[config.mk]
export PLATFORM = sky130hd
export DESIGN_NAME = fdsu_div
export DESIGN_NICKNAME = d
export VERILOG_FILES = /design/src/hw/rtl/fdsu_pkg.sv /design/src/hw/rtl/fdsu_div.sv
export SDC_FILE = /design/constraint.sdc
export NUM_CORES = 1
export LEC_CHECK = 0
export BUFFER_PORTS_ARGS = -buffer_cell sky130_fd_sc_hd__buf_2
export CORE_UTILIZATION = 45
export CTS_BUF_LIST = sky130_fd_sc_hd__clkbuf_4
export DETAILED_ROUTE_END_ITERATION = 10
export MAX_ROUTING_LAYER = met4
export SYNTH_ARGS = -nofsm -noshare
export SYNTH_HDL_FRONTEND = slang
export SYNTH_SLANG_ARGS = --single-unit
[constraint.sdc]
create_clock -name clk -period 3.66 [get_ports clk]
set_input_delay 0.915 -clock clk [delete_from_list [all_inputs] [get_ports clk]]
set_output_delay 0.915 -clock clk [all_outputs]
set_load 0.01 [all_outputs]
[src/hw/rtl/fdsu_pkg.sv]
// Package: command codes, status codes and shared types of the data-stack unit.
`default_nettype none
package fdsu_pkg;
	localparam logic [4:0] CMD_PUSH = 5'd0, CMD_DUP = 5'd1, CMD_DROP = 5'd2, CMD_SWAP = 5'd3,
		CMD_OVER = 5'd4, CMD_ADD = 5'd5, CMD_SUB = 5'd6, CMD_MUL = 5'd7, CMD_DIV = 5'd8,
		CMD_MOD = 5'd9, CMD_LSHIFT = 5'd10, CMD_RSHIFT = 5'd11, CMD_AND = 5'd12,
		CMD_OR = 5'd13, CMD_XOR = 5'd14, CMD_EQ = 5'd15, CMD_NE = 5'd16, CMD_GT = 5'd17,
		CMD_GE = 5'd18, CMD_LT = 5'd19, CMD_LE = 5'd20, CMD_DEPTH = 5'd21,
		CMD_INVERT = 5'd22, CMD_NEGATE = 5'd23, CMD_PICK = 5'd24, CMD_ROLL = 5'd25,
		CMD_DOT = 5'd26;
	localparam logic [1:0] ST_OK = 2'd0, ST_UNDER = 2'd1, ST_DIVZ = 2'd2, ST_OVER = 2'd3;
	localparam logic [15:0] TRUE_CELL = 16'hFFFF;
	typedef struct packed {
		logic        start;
		logic        is_mod;
		logic [15:0] dividend;
		logic [15:0] divisor;
	} div_req_t;
	typedef struct packed {
		logic        done;
		logic [15:0] result;
	} div_rsp_t;
endpackage
`default_nettype wire

[src/hw/rtl/fdsu_div.sv]
// Sequential signed divider, one quotient bit per cycle, truncating toward zero.
`default_nettype none
module fdsu_div import fdsu_pkg::*; (
	input  wire logic     clk,
	input  wire logic     arst_n,
	input  wire div_req_t req,
	output div_rsp_t      rsp
);
	logic [4:0]  cnt_q;
	logic        busy_q;
	logic        done_q;
	logic [15:0] quo_q;
	logic [15:0] rem_q;
	logic [15:0] dvs_q;
	logic        qneg_q;
	logic        rneg_q;
	logic        mod_q;
	logic [16:0] trial;
	logic [15:0] ua;
	logic [15:0] ub;

	assign ua = req.dividend[15] ? 16'(-req.dividend) : req.dividend;
	assign ub = req.divisor[15] ? 16'(-req.divisor) : req.divisor;
	assign trial = {rem_q, quo_q[15]} - {1'b0, dvs_q};

	always_ff @(posedge clk or negedge arst_n) begin
		if (!arst_n) begin
			busy_q <= 1'b0;
			done_q <= 1'b0;
			cnt_q  <= '0;
		end else begin
			done_q <= 1'b0;
			if (req.start) begin
				busy_q <= 1'b1;
				cnt_q  <= 5'd16;
			end else if (busy_q) begin
				cnt_q <= cnt_q - 5'd1;
				if (cnt_q == 5'd1) begin
					busy_q <= 1'b0;
					done_q <= 1'b1;
				end
			end
		end
	end

	always_ff @(posedge clk) begin
		if (req.start) begin
			quo_q  <= ua;
			rem_q  <= '0;
			dvs_q  <= ub;
			qneg_q <= req.dividend[15] ^ req.divisor[15];
			rneg_q <= req.dividend[15];
			mod_q  <= req.is_mod;
		end else if (busy_q) begin
			if (!trial[16]) begin
				rem_q <= trial[15:0];
				quo_q <= {quo_q[14:0], 1'b1};
			end else begin
				rem_q <= {rem_q[14:0], quo_q[15]};
				quo_q <= {quo_q[14:0], 1'b0};
			end
		end
	end

	assign rsp.done   = done_q;
	assign rsp.result = mod_q ? (rneg_q ? 16'(-rem_q) : rem_q)
		: (qneg_q ? 16'(-quo_q) : quo_q);
endmodule
`default_nettype wire

# Word-level counts from Yosys, hierarchy flattened

Index checks and enable logic that the tools add are counted.

Flip-flop bits (word level): 58
Input port bits: 36

Add/sub/neg operators: 6
Equal/unequal tests: 1
Muxes and demuxes: 17
Bitwise gates (word level): 1
Reductions and logical operators: 1

Operator list:

| operator            | count |
|---|---|
| $mux 16             | 7 |
| $neg 16->16         | 4 |
| $sub 17x16->17      | 1 |
| $mux 15             | 1 |
| $mux 5              | 2 |
| $mux 1              | 7 |
| $eq 5x1->1 const B  | 1 |
| $sub 5x1->5 const B | 1 |
| $reduce_bool 2->1   | 1 |
| $xor 1x1->1         | 1 |

# Depth between registers and ports, before layout

Depth after elaboration: 4
Mapped depth: 11
Gate-level depth less buffers: 10

# Worst setup path after synthesis

Ideal clock, no wire load.

Path type: flip-flop to output port
From: register rem_q[2]
To: output rsp[13] in the netlist's numbering
Arrival time: 1899 ps
Data required time: 2745 ps
Setup slack: 846 ps
Cell stages (with the launch flop): 8
Buffers on the path: 0
Cells stage by stage: dfxtp_1 > nor3_1 > nand3_1 > or2_2 > or3_1 > o31ai_1 > xor2_1 > a21oi_1

RTL lines:

| element                | RTL line       | RTL |
|---|---|---|
| from (decl)            | fdsu_div.sv:13 | `logic [15:0] rem_q;` |
| from (signal assigned) | fdsu_div.sv:56 | `rem_q <= trial[15:0];` |
| from (signal assigned) | fdsu_div.sv:59 | `rem_q <= {rem_q[14:0], quo_q[15]};` |
| to (decl)              | fdsu_div.sv:7  | `output div_rsp_t rsp` |

==> key figures <==
Outcome
  • Outcome: complete, no violations

Finish
  • Final nets: 645
  • # diodes: 0
  • Synthesis-to-layout area growth: 10.84%
  • Area occupied by multi-input gates: 2804 um^2
  • Most frequent cells in the layout: nor2_1 (59), nand2_1 (57), buf_2 (52)
  • Commonest non-fill, non-tap cell in the layout: nor2_1
  • Register Area: 1546 um^2
  • Share of cells above drive strength 1: 0.1557
  • Fill count: 1007

Critical path
  • Largest fanout on the critical path: 7
  • CP endpoint kind: output pin
  • WP data required: 2740 ps
  • Startpoint Class: flip-flop
  • Worst EP arrival: 2570 ps
  • Critical path type: flip-flop to output pin

STA
  • Final setup violation count: 0
  • Worst-Margin Slew: 921.4 ps
  • Final period util: 0.9526
  • RSZ-0062 raised after global routing: no
  • Setup TNS: 0 ps
  • Final min period: 3487 ps
  • FMAX: 0.2868 GHz
  • Number of max-slew violations in the final report: 0
  • Clock Skew: 20.77 ps
  • Final worst slack: 173.4 ps
  • Slew margin rel.: 0.3857
  • Hold Violations, Final: 0

Place
  • Placer Congestion: 0.8309
  • Setup slack at placement: 582.1 ps
  • Post-DP HPWL: 7926 um
  • Port-buffer cells: 52

Floorplanning
  • Starting Density: 0.4653
  • Core footprint: 9774 um^2
  • Die Wd: 102.5 um
  • Die area: 10510 um^2
  • I/O pin count: 53
  • Rows: 36
  • Die Ht: 102.5 um

Logic synthesis
  • Mapped Nets: 600
  • Unique masters post-synth: 61
  • Mean Syn Cell Area: 8.407 um^2
  • Mapped Area: 4548 um^2
  • FFs w/ async S/R, synth: 0.1207
  • Main synth FF type: edfxtp_1
  • Mapped Cells: 541
  • EDFF count, synth: 35
  • Yosys reg bits: 58
  • Ys Warns: 0
  • Sequential fraction of the synthesis area: 0.3400

Routing
  • Vias per cell: 5.496
  • Total number of vias: 3979
  • WL final: 10410 um
  • Drt pass-1 iters: 5
  • Wirelength per Cell: 14.38 um
  • Post-route DRC: 0
  • Drt first-iter violations: 163
  • Post-DRT Antenna Nets: 0

Min path
  • Hold Path Class: input pin to asynchronous set/reset pin

CTS
  • H-tree depth: 3
  • CTS Buffer Depth: 2
  • CTS Root Buffer Type: clkbuf_4
  • CTS Sinks: 58
  • Clock Pin Slew Worst Setup and Hold Paths: 110 ps
  • Clock latency on the worst-skew pair: 410 ps
  • Num CTS Buffers: 9
  • TritonCTS clock tree: built
  • Post-CTS Setup Inserts: 0

Pwr
  • Max VDD drop: 346.6 uV
  • P_sw: 1513 uW
  • Power per cell area: 663.6 nW/um^2
  • Clock share of power: 0.118
  • Comb pwr share: 0.559
  • Leak: 0.002064 uW
  • Sw frac: 0.4523
  • Internal power: 1832 uW
  • Seq pwr share: 0.324

GRT
  • Vias in the first global route: 3583
  • First-pass GRT wire length: 16950 um
  • Pin count of the biggest net entering global routing: 75
  • Total gr overflow: 0
  • GRT Total Usage: 0.2167
  • Initial antenna violation count: 0

Job
  • Max-cap violations: 0
state kept, by name, indices dropped and copies added (netlist names):
register and cells:
rem_q 16, busy_q 1, done_q 1, rneg_q 1
cnt_q 5, qneg_q 1, quo_q 16, dvs_q 16
mod_q 1
power by group through the flow:
| stage | combinational, uW | clock [uW] | sequential [uW] |
|---|---|---|---|
| final | 1870 | 394 | 1080 |
| after global routing | 2120 | 435 | 1110 |
| after CTS | 1870 | 408 | 1080 |
| after detailed placement | 1860 | 0 | 1100 |
| after global placement | 1850 | 0 | 1090 |
| after floorplan | 1450 | 0 | 1010 |
routing by layer:
| layer | up-vias | global-route usage | wire length, um |
|---|---|---|---|
| li1 | 2024 | - | - |
| met1 | 1868 | 0.2939 | 5098 |
| met2 | 72 | 0.3251 | 4755 |
| met3 | 15 | 0.03186 | 366 |
| met4 | 0 | 0.08462 | 192 |
| met5 | - | - | 0 |
cell type report:
| cell class | instances | area share |
|---|---|---|
| clock inverter | 6 | 0.006205 |
| inverter | 28 | 0.02085 |
| sequential | 58 | 0.3068 |
| timing repair buffer | 59 | 0.06205 |
| tap | 133 | 0.03301 |
| clock buffer | 10 | 0.01489 |
| multi-input combinational | 430 | 0.5562 |
synth_stat cells, drive strengths merged (2+ instances only):
| cell | n | area, um^2 |
|---|---|---|
| nor2 | 60 | 227.7 |
| nand2 | 58 | 220.2 |
| o21ai | 42 | 214.0 |
| xnor2 | 39 | 341.6 |
| a21oi | 38 | 209.0 |
| edfxtp | 35 | 1051 |
| xor2 | 30 | 262.8 |
| inv | 28 | 105.1 |
| ha | 22 | 275.3 |
| clkbuf | 20 | 75.07 |
| nand3 | 18 | 90.09 |
| o31ai | 17 | 132.6 |
| dfxtp | 16 | 320.3 |
| a311oi | 12 | 105.1 |
| nor3 | 11 | 60.06 |
| nand2b | 9 | 56.30 |
| nor2b | 9 | 56.30 |
| or3 | 9 | 56.30 |
| dfrtp | 7 | 175.2 |
| or4 | 6 | 45.04 |
| buf | 5 | 28.77 |
| o211ai | 5 | 42.54 |
| o41ai | 5 | 43.79 |
| a211oi | 4 | 42.54 |
| a21o | 4 | 30.03 |
| nand4 | 4 | 25.02 |
| nor4 | 3 | 25.02 |
| a2111oi | 2 | 17.52 |
| mux2i | 2 | 20.02 |
| nand3b | 2 | 15.01 |
| nor4b | 2 | 17.52 |
| o31a | 2 | 26.28 |
| or4b | 2 | 20.02 |
worst max-delay path, stage by stage (launching register included):
cell and delay [ps]:
dfxtp_1 400, nor3_2 240, nand3_1 120, or2_2 310
or3_1 380, o31ai_2 220, xnor2_1 100, mux2_2 270
buf_2 140
logic make-up (layout without fill, tap and decap cells):
family,count (synthesis),after routing,share of synthesized area
muxes,3,3,0.006878
AOI/OAI and AO/OA,138,138,0.2019
and+or+nand+nor,197,197,0.2074
xor gates and xnor gates,69,69,0.1329
buffers and inverters,53,103,0.04594
adders and majority gates,23,23,0.06492
DFF,58,58,0.3400
stage by stage:
stage               utilization  power, uW  hold slack [ps]  area (um^2)  std cells
finish                   0.5157       3345            301.8         5041        724
global route             0.5157       3666            280.7         5041        724
CTS                      0.5146       3360            275.0         5030        724
floorplan                     -       2460            485.4         4548        541
global placement         0.5037       2933            500.2         4923        708
detailed placement       0.5037       2955            511.2         4923        708
final timing paths:
kind                            slack, ps                     to  cells after the start             startpoint
worst max-delay path                  170                rsp[15]                      8  rem_q[2]$_SDFFE_PP0P_
worst min register to register        530   cnt_q[4]$_DFFE_PN0P_                      2   cnt_q[4]$_DFFE_PN0P_
worst min-delay path                  300   cnt_q[4]$_DFFE_PN0P_                      1                 arst_n
min in group clk                      530   cnt_q[4]$_DFFE_PN0P_                      2   cnt_q[4]$_DFFE_PN0P_
max in group asynchronous            3200   cnt_q[0]$_DFFE_PN0P_                      1                 arst_n
worst max register to register        660  rem_q[3]$_SDFFE_PP0P_                     10  rem_q[0]$_SDFFE_PP0P_
what timing repair did:
item | 4_1_cts | 5_1_grt
endpoints found under the hold margin | 0 | 0
hold buffers | 0 | 0
resized for setup | 0 | 2
endpoints found under the setup margin | 0 | 3
No activity file was read; power rests on OpenSTA's default activity.
